### config.mk
export PLATFORM = sky130hd
export DESIGN_NAME = vht_ram
export DESIGN_NICKNAME = d
export VERILOG_FILES = /design/src/sv/vht_ram.sv
export SDC_FILE = /design/constraint.sdc
export NUM_CORES = 1
export LEC_CHECK = 0
export BUFFER_PORTS_ARGS = -buffer_cell sky130_fd_sc_hd__buf_2
export CORE_MARGIN = 10
export CORE_UTILIZATION = 40
export DETAILED_ROUTE_END_ITERATION = 8
export HOLD_SLACK_MARGIN = 0.08
export PLACE_DENSITY_LB_ADDON = 0.1
export SYNTH_ARGS = -nofsm -noshare
export SYNTH_HDL_FRONTEND = slang
export SYNTH_SLANG_ARGS = --single-unit
### constraint.sdc
create_clock -name clock -period 5.4 [get_ports clock]
set_input_delay 0.54 -clock clock [delete_from_list [all_inputs] [get_ports clock]]
set_output_delay 0.54 -clock clock [all_outputs]
set_load 0.005 [all_outputs]
### src/sv/vht_ram.sv
// Generic single-port-write, registered-read RAM.
`timescale 1ns / 1ps

module vht_ram #(
   parameter int WIDTH = 8,
   parameter int DEPTH = 64
) (
   input  logic                     clock,
   input  logic                     wr_en,
   input  logic [$clog2(DEPTH)-1:0] wr_addr,
   input  logic [WIDTH-1:0]         wr_data,
   input  logic [$clog2(DEPTH)-1:0] rd_addr,
   output logic [WIDTH-1:0]         rd_data
);

   logic [WIDTH-1:0] mem_ff [DEPTH];
   logic [WIDTH-1:0] rd_data_ff;

   always_ff @(posedge clock) begin
      if (wr_en) begin
         mem_ff[wr_addr] <= wr_data;
      end
      rd_data_ff <= mem_ff[rd_addr];
   end

   assign rd_data = rd_data_ff;

endmodule

==> results.yml <==
critical_path:
  r2r_cells: 4
  crit_chain: "clkbuf_8 > buf_12 > mux4_2 > mux4_2 > nor2_1 > o32ai_1"
  critPathMostFrequentCell: "mux4_2"
  crit_path_max_fanout: 60
  worst-setup-path-type: "in -> reg"
  crit_end: "rd_data[6]"
  arrival_ps: 3190
  rr_startpoint: "mem_ff[46][0]"
  slowest_delay_ps: 620
  crit_required_ps: 5860
  path_depth: 6
  slowest_stage: "mux4_2"
  cp-end-kind: "flop"
  cp_top_family: "multiplexers"
  cp-start-kind: "input port"
  critPathLaunch: "rd_addr[0]"
  reg2reg_slack_ps: 3280
  r2r_end: "rd_data[0]"
  path_buf_inv: 2
floorplanning:
  start_util: 0.404
  rows: 82
  die_x_um: 245
  dieArea_mm2: 0.0598
  core_mm2: 0.0500
  io_pins: 30
  die_h_um: 245
synth:
  netlist_instances: 940
  synth_area_leaders: "edfxtp_1, mux4_2, nor2_1, mux2i_1, dfxtp_1"
  synthDominantCellAreaShare: 0.762
  ys_warn_count: 0
  syn_area_mm2: 0.0202
  avgSynthCellArea_um2: 21.5
  yosysUniqueCellTypes: 40
  ys_ff_latch: 520
  yosysMostFrequentCell: "edfxtp_1"
  synthMuxAreaShare: 0.159
  ys.flop_type: "edfxtp_1"
  syn-num-nets: 962
  synth_xor_area_frac: 0
  synth-simple-area-share: 0.0339
  synth_seq_area_share: 0.770
  async_flop_share: 0
  synth_compound_area_frac: 0.0207
  synth_top_area_cell: "edfxtp_1"
  synthTopCellsByCount: "edfxtp_1, mux4_2, nor2_1"
  synth_edf_count: 512
  synth_top_family_by_area: "multiplexers"
  synthAdderAreaFrac: 0
layout:
  drive_gt1_frac: 0.246
  fin_cells: 1702
  fin_nets: 1011
  final_util: 0.452
  area.growth.synth_to_final_pct: 12.0
  num_antenna_cells: 0
cts:
  clockRootBuffer: "clkbuf_16"
  clockBufferDepth: 3
  cts_buffers: 53
  cts_tree: "done"
  cts_resized: 0
  clk_latency_ps: 580
  htree_levels: 2
  cts_sinks: 520
  post_cts.repair.setup_buffers: 0
  clk_pin_slew_ps: 60
  holdBufCountCts: 0
sta:
  setup_violations: 0
  worst_pin_slew_ps: 1180
  finalCriticalPeriod_ps: 2740
  clock_skew_ps: 15.0
  fin_crit_sh: 0.507
  slew_violations: 0
  whs_ps: 441
  tns_ps: 0
  fmax_ghz: 0.366
  fin_ws_ps: 2660
  grt_setup_unrepaired: "false"
  relSlewSlack: 0.216
  final_hold_viol_count: 0
placement:
  place_ws_ps: 2010
  dp.cells: 1606
  gp_congestion: 0.745
  hpwl_mm: 28.3
  portBuffers: 29
status:
  status: "completed"
drt:
  drt_wl_total_mm: 48.3
  dr.first_iter.drc_count: 765
  routedWlPerCell_um: 28.4
  via_count: 9383
  first_pass_iters: 5
  drc: 0
  drtAntennaViolNets: 0
  avgViaCountPerCell: 5.51
pwr:
  p_leak_nw: 6.93
  power_density_mw_per_mm2: 368
  vdd_drop_max_mv: 0.204
global_route:
  grtUsageTotal: 0.163
  grt_max_degree: 65
  first_global_vias: 9789
  grt-ovfl-total: 0
  antenna_found_initial: 2
  grt_pass1_wl_mm: 70.7
run:
  drv_cap: 0
worst_hold_path:
  hold_path_class: "in -> reg"
[where the power goes]
group          switching (mW)  internal (mW)  leakage [nW]
Combinational           0.262          0.151          1.49
Clock                    1.49           1.93         0.773
Sequential             0.0154           4.47          4.67
[layout make-up]
type,count,area (um^2)
sequential,520,15500
timing repair buffer,45,304
fill,4235,27400
clock inverter,31,210
multi-input combinational,369,4320
tap,672,841
clock buffer,65,1370
[state kept, by name, summed over array words and instances, names as in the netlist]
signal / cells
mem_ff: 512
rd_data: 8
[cell usage in the layout, fill, tap and decap left out, drive strengths merged, types with 3 or more instances in the layout]
cell and n:
a221oi 6, dfxtp 8, mux2 13, a22oi 3, clkbuf 66, o22ai 8, o21ai 4, edfxtp 512
bufinv 3, o2111ai 3, nor2b 14, clkinv 27, nand3 13, mux4 126, o2bb2ai 3, nand2 19
buf 44, nand3b 3, mux2i 23, nor2 83, o221ai 8, a21oi 3, a211oi 4, nor3 7
nand2b 7
[worst register-to-register path, cell delays in order, from the launching register on]
cell	delay (ps)
edfxtp_1	350
mux4_2	490
mux2_2	300
a221oi_1	660
o2bb2ai_1	180
[logic make-up after synthesis]
logic type	count (synthesis)
AO/OA/AOI/OAI	54
buffers and inverters	51
flip-flops	520
multiplexers	162
AND/OR/NAND/NOR	153
[through the flow]
step | total power, mW | cell area (um^2)
global route | 8.60 | 22600
detailed placement | 5.00 | 21000
global placement | 4.99 | 21000
CTS | 8.41 | 22600
floorplan | 4.80 | 20200
finish | 8.32 | 22600
[per-layer routing]
layer | share of wire | up-vias | global-route usage | wire length (um)
met5 | 0.00064 | - | 0 | 31
met4 | 0.027 | 4 | 0.0511 | 1310
met3 | 0.052 | 86 | 0.0382 | 2530
met2 | 0.47 | 241 | 0.253 | 22900
met1 | 0.45 | 5023 | 0.224 | 21600
li1 | - | 4029 | - | -
[worst min-delay path by stage]
stage / from / endpoint / slack (ps) / depth (start not counted)
after CTS: rd_addr[5] / rd_data[4] / 410 / 3
after global placement: mem_ff[30][6] / rd_data[6] / 820 / 3
after detailed placement: mem_ff[26][6] / rd_data[6] / 820 / 3
final: rd_addr[5] / rd_data[4] / 440 / 3
after floorplan: wr_data[0] / mem_ff[0][0] / 640 / 0
after global routing: rd_addr[5] / rd_data[4] / 450 / 3
(Power assumes the default switching activity.)
