File: src/sv/vht_pkg.sv
// Shared types and constants for the visibility history table.
`timescale 1ns / 1ps

package vht_pkg;

   localparam logic [1:0] MODE_UPDATE     = 2'd0;
   localparam logic [1:0] MODE_QUERY      = 2'd1;
   localparam logic [1:0] MODE_INVALIDATE = 2'd2;
   localparam logic [1:0] MODE_CLEAR      = 2'd3;

   localparam int CSR_IDX_W  = 1;
   localparam int CSR_DATA_W = 16;
   localparam logic [CSR_IDX_W-1:0] CSR_CAPACITY_LIMIT      = 1'd0;
   localparam logic [CSR_IDX_W-1:0] CSR_STABILITY_THRESHOLD = 1'd1;

   localparam logic [6:0]  CAPACITY_RESET  = 7'd64;
   localparam logic [15:0] THRESHOLD_RESET = 16'd4;
   localparam logic [15:0] RUN_MAX         = 16'hFFFF;

   typedef struct packed {
      logic [1:0]  mode;
      logic [63:0] node_key;
      logic        visible_now;
      logic [31:0] error_bits;
      logic [31:0] distance_bits;
      logic [31:0] frame_number;
   } req_type;

   typedef struct packed {
      logic        accepted;
      logic        found;
      logic        was_visible_before;
      logic        is_visible;
      logic        is_stable;
      logic [15:0] visible_run;
      logic [15:0] hidden_run;
      logic [31:0] stored_error_bits;
      logic [31:0] stored_distance_bits;
      logic [31:0] last_frame;
   } rsp_type;

   // Per-entry record kept beside the key; the current flag lives apart so
   // that invalidation is a plain write sweep.
   typedef struct packed {
      logic        prev_visible;
      logic [15:0] hidden_run;
      logic [15:0] visible_run;
      logic [31:0] distance_bits;
      logic [31:0] error_bits;
      logic [31:0] frame;
   } rec_type;

   typedef struct packed {
      logic hit;
      logic free;
   } match_flags_type;

   typedef enum logic [3:0] {
      ST_WIPE,
      ST_IDLE,
      ST_SCAN,
      ST_SETTLE,
      ST_DECIDE,
      ST_CALC,
      ST_FLAGS,
      ST_CLEAR,
      ST_DONE
   } state_type;

endpackage

File: src/sv/vht_match.sv
// Shared key comparator that scans one entry per cycle for a hit and a free slot.
`timescale 1ns / 1ps

module vht_match
   import vht_pkg::*;
#(
   parameter int IDX_W = 6
) (
   input  logic             clock,
   input  logic             reset,
   input  logic             clear,
   input  logic             sample,
   input  logic [IDX_W-1:0] sample_idx,
   input  logic             entry_vld,
   input  logic [63:0]      entry_key,
   input  logic [63:0]      search_key,
   output match_flags_type  flags,
   output logic [IDX_W-1:0] hit_idx,
   output logic [IDX_W-1:0] free_idx
);

   logic             hit_ff, hit_in;
   logic             free_ff, free_in;
   logic [IDX_W-1:0] hit_idx_ff, hit_idx_in;
   logic [IDX_W-1:0] free_idx_ff, free_idx_in;
   logic             key_eq;

   assign key_eq = entry_key == search_key;

   // The first hit and the lowest free slot are kept; later ones are ignored.
   always_comb begin
      hit_in      = hit_ff;
      free_in     = free_ff;
      hit_idx_in  = hit_idx_ff;
      free_idx_in = free_idx_ff;
      if (clear) begin
         hit_in  = 1'b0;
         free_in = 1'b0;
      end else if (sample) begin
         if (entry_vld && key_eq && !hit_ff) begin
            hit_in     = 1'b1;
            hit_idx_in = sample_idx;
         end
         if (!entry_vld && !free_ff) begin
            free_in     = 1'b1;
            free_idx_in = sample_idx;
         end
      end
   end

   always_ff @(posedge clock) begin
      if (reset) begin
         hit_ff  <= 1'b0;
         free_ff <= 1'b0;
      end else begin
         hit_ff  <= hit_in;
         free_ff <= free_in;
      end
   end

   always_ff @(posedge clock) begin
      hit_idx_ff  <= hit_idx_in;
      free_idx_ff <= free_idx_in;
   end

   assign flags.hit  = hit_ff;
   assign flags.free = free_ff;
   assign hit_idx    = hit_idx_ff;
   assign free_idx   = free_idx_ff;

endmodule

File: config.mk
export PLATFORM = sky130hd
export DESIGN_NAME = vht_match
export DESIGN_NICKNAME = d
export VERILOG_FILES = /design/src/sv/vht_pkg.sv /design/src/sv/vht_match.sv
export SDC_FILE = /design/constraint.sdc
export NUM_CORES = 1
export LEC_CHECK = 0
export BUFFER_PORTS_ARGS = -buffer_cell sky130_fd_sc_hd__clkbuf_2
export CORE_MARGIN = 1.5
export CORE_UTILIZATION = 30
export CTS_CLUSTER_DIAMETER = 120
export DETAILED_ROUTE_END_ITERATION = 6
export PLACE_DENSITY = 0.78
export SYNTH_ARGS = -nofsm -noshare
export SYNTH_HDL_FRONTEND = slang
export SYNTH_SLANG_ARGS = --single-unit
File: constraint.sdc
create_clock -name clock -period 4.8 [get_ports clock]
set_input_delay 0.48 -clock clock [delete_from_list [all_inputs] [get_ports clock]]
set_output_delay 0.48 -clock clock [all_outputs]
set_load 0.01 [all_outputs]
==> flow_summary.rst <==
.. list-table::
   :header-rows: 1

   * - Metric
     - Value
   * - Outcome
     - complete, no violations
   * - Seq cells post-synth
     - 14
   * - CP startpoint kind
     - input port
   * - Worst setup path category
     - in2reg
   * - Full die area
     - 4794 um^2
   * - Hold buffers post-CTS
     - 0
   * - Synth-to-Final Area Change
     - 65.11%
   * - Global-route wire length before repair
     - 6.679 mm
   * - Total number of yosys warnings
     - 0
   * - Nets
     - 436
   * - Clock slew at reported path FFs
     - 0.05 ns
   * - Yosys cell types
     - 27
   * - Count of vias placed by the detailed router
     - 1605
   * - PortBufs
     - 152
   * - Library cell used as clock root buffer
     - clkbuf_8
   * - Clock buffers created by TritonCTS
     - 3
   * - Routed WL per cell
     - 11.99 um
   * - Detail Route Antenna Nets
     - 0
   * - Sum of negative setup slack
     - 0 ns
   * - Max-Cap Viols
     - 0
   * - Count of boundary I/O pins
     - 153
   * - Shortest period the worst path allows
     - 2.115 ns
   * - Last weighted congestion value of the routability-driven placer
     - 0.7484
   * - H-tree levels
     - 1
   * - Maximum achievable frequency
     - 0.4727 GHz
   * - Layout cells sized above 1
     - 0.5390
   * - Number of placement rows
     - 23
   * - Worst Tran Pin Value
     - 0.4696 ns
   * - Via density per instance
     - 4.652
   * - TritonCTS Sinks
     - 14
   * - CTS tree
     - done
   * - Number of antenna violations at the first check in global routing
     - 0
   * - Via count of the first global-routing pass
     - 1629
   * - Mean instance size in the synthesized netlist
     - 9.335 um^2
   * - Post-route clock period utilization
     - 0.4407
   * - Relative slew slack
     - 0.6852
   * - Post-synthesis sequential area ratio
     - 0.3042
   * - Die width
     - 69.24 um
   * - Buffers from clock root to sink, at most
     - 2
   * - Starting density of the core
     - 0.3199
   * - LEAKAGE
     - 1.047 nW
   * - CORE AREA
     - 4115 um^2
   * - Critical Path RT
     - 4.68 ns
   * - Final number of setup-violating endpoints
     - 0
   * - Chip Height
     - 69.24 um
   * - # diodes
     - 0
   * - Unrepaired setup endpoints after global routing
     - no
   * - Cell Count, Final, Fillers Out
     - 345
   * - Total wirelength of the detailed-routed design
     - 4.136 mm
   * - Power per Cell Area
     - 166.3 nW/um^2
   * - Maximum number of pins on one net before global-route repair
     - 8
   * - DRC
     - 0
   * - Element type at the critical path end
     - flop
   * - Resized Gates After CTS
     - 0
   * - Data arrival at the endpoint of the critical path
     - 2.00 ns
   * - Worst IR drop on VDD
     - 78.49 uV
   * - Final global-route overflow total
     - 0
   * - Overall fraction of global-route tracks in use
     - 0.1702
   * - Clk_skew
     - 0.003764 ns
   * - Iteration-0 DRC count of the detailed router
     - 46
   * - Number of post-CTS setup repair buffers
     - 0
   * - Net count after synthesis
     - 280
   * - DRT Pass-1 Iters
     - 4
   * - Cells after synthesis
     - 141
   * - Hold Fails Final Rpt
     - 0
   * - Number of pins exceeding their max-slew limit in the final report
     - 0
   * - Hold/Removal Path Class
     - in2reg
   * - Placed Cells incl. Taps
     - 342
   * - Estimated wirelength of the detail-placed design
     - 3.945 mm
   * - Synth Cell Area
     - 1316 um^2
   * - Largest driver fanout on the critical path
     - 6
   * - Post-Place Cell Area
     - 2132 um^2
   * - Total non-filler cell area in the finished layout
     - 2173 um^2
   * - Clk Latency, worst-skew pair
     - 0.24 ns
   * - Count of filler cells inserted in the layout
     - 379
## stage by stage
step / total power, mW / hold WS (ns) / setup WS, ns / utilization
finish: 0.3615 / 0.4227 / 2.685 / 0.5281
global route: 0.3837 / 0.4213 / 2.532 / 0.5281
floorplan: 0.1974 / 0.4336 / 2.741 / -
CTS: 0.3665 / 0.4202 / 2.645 / 0.5281
global placement: 0.2709 / 0.4741 / 2.463 / 0.5181
detailed placement: 0.2743 / 0.4669 / 2.390 / 0.5181
## cell usage in the layout (no fill, tap or decap), drive strengths merged, types with 2 or more instances in the layout
cell type / netlist / layout
a2111o: 5 / 5
and2b: 2 / 2
clkbuf: 0 / 155
dfxtp: 2 / 2
edfxtp: 12 / 12
inv: 12 / 12
nand2: 2 / 2
nand2b: 3 / 3
nand3: 2 / 2
nand4: 15 / 15
nor2: 3 / 3
nor2b: 13 / 13
nor3: 3 / 3
nor4: 6 / 6
nor4b: 2 / 2
o22ai: 4 / 4
xnor2: 46 / 46
## routing by layer
layer  track usage  share of wire  vias to the layer above  wire length [um]
met5             0              0                        -                 0
met4       0.05229         0.0075                        0                31
met3       0.02035          0.077                        4               319
met2        0.3504           0.55                       88              2275
met1        0.1738           0.37                      698              1510
li1              -              -                      815                 -
## final timing paths
check / start / endpoint / slack [ns] / cells after the start
min: reset / free_ff / 0.42 / 2
max reg2reg: hit_ff / hit_idx[5] / 3.01 / 4
max: entry_key[49] / hit_idx[5] / 2.68 / 6
min reg2reg: hit_ff / hit_ff / 0.48 / 2
## synth_stat cells, drive strengths merged
library cell | number | area share
xor2 | 1 | 0.0067
o21ai | 1 | 0.0038
buf | 2 | 0.011
nand4 | 15 | 0.071
dfxtp | 2 | 0.030
nor4 | 6 | 0.033
edfxtp | 12 | 0.27
a2111o | 5 | 0.043
o2111ai | 1 | 0.0067
inv | 12 | 0.034
and2b | 2 | 0.012
nand3b | 1 | 0.0057
nor2b | 13 | 0.062
nand2 | 2 | 0.0057
or2b | 1 | 0.0057
o22ai | 4 | 0.019
a21oi | 1 | 0.0038
o221ai | 1 | 0.0067
nand2b | 3 | 0.014
nor3 | 3 | 0.015
nand3 | 2 | 0.0076
nor4b | 2 | 0.013
xnor2 | 46 | 0.31
nor2 | 3 | 0.0086
## power breakdown
part | leakage (nW) | internal (mW) | total (mW) | switching (mW)
Combinational | 0.901 | 0.0804 | 0.136 | 0.0555
Sequential | 0.125 | 0.134 | 0.135 | 0.000602
Clock | 0.0216 | 0.0552 | 0.0909 | 0.0357
Total | 1.05 | 0.270 | 0.362 | 0.0917
## cell families after synthesis
group,share of synthesized area
AND/OR/NAND/NOR,0.2548
XOR/XNOR,0.3127
flip-flops,0.3042
buffers and inverters,0.04562
AO/OA/AOI/OAI,0.08269
## area by class of cell
cell class / instances / area (um^2) / area share
Tap cell: 50 / 62.56 / 0.02879
Multi-Input combinational cell: 113 / 855.8 / 0.3938
Sequential cell: 14 / 400.4 / 0.1842
Timing Repair Buffer: 153 / 768.2 / 0.3535
Clock buffer: 3 / 41.29 / 0.01900
Inverter: 12 / 45.04 / 0.02073
## worst max-delay path, stage by stage
cell and delay [ns]:
clkbuf_2 0.08, nor2b_1 0.12, a2111o_1 0.38, nor4_1 0.30, nand4_1 0.19, nor3_2 0.45
## registers in the layout, summed over array words and instances (netlist names)
name,cells
hit_ff,1
free_idx,6
hit_idx,6
free_ff,1
(Power assumes the default switching activity.)
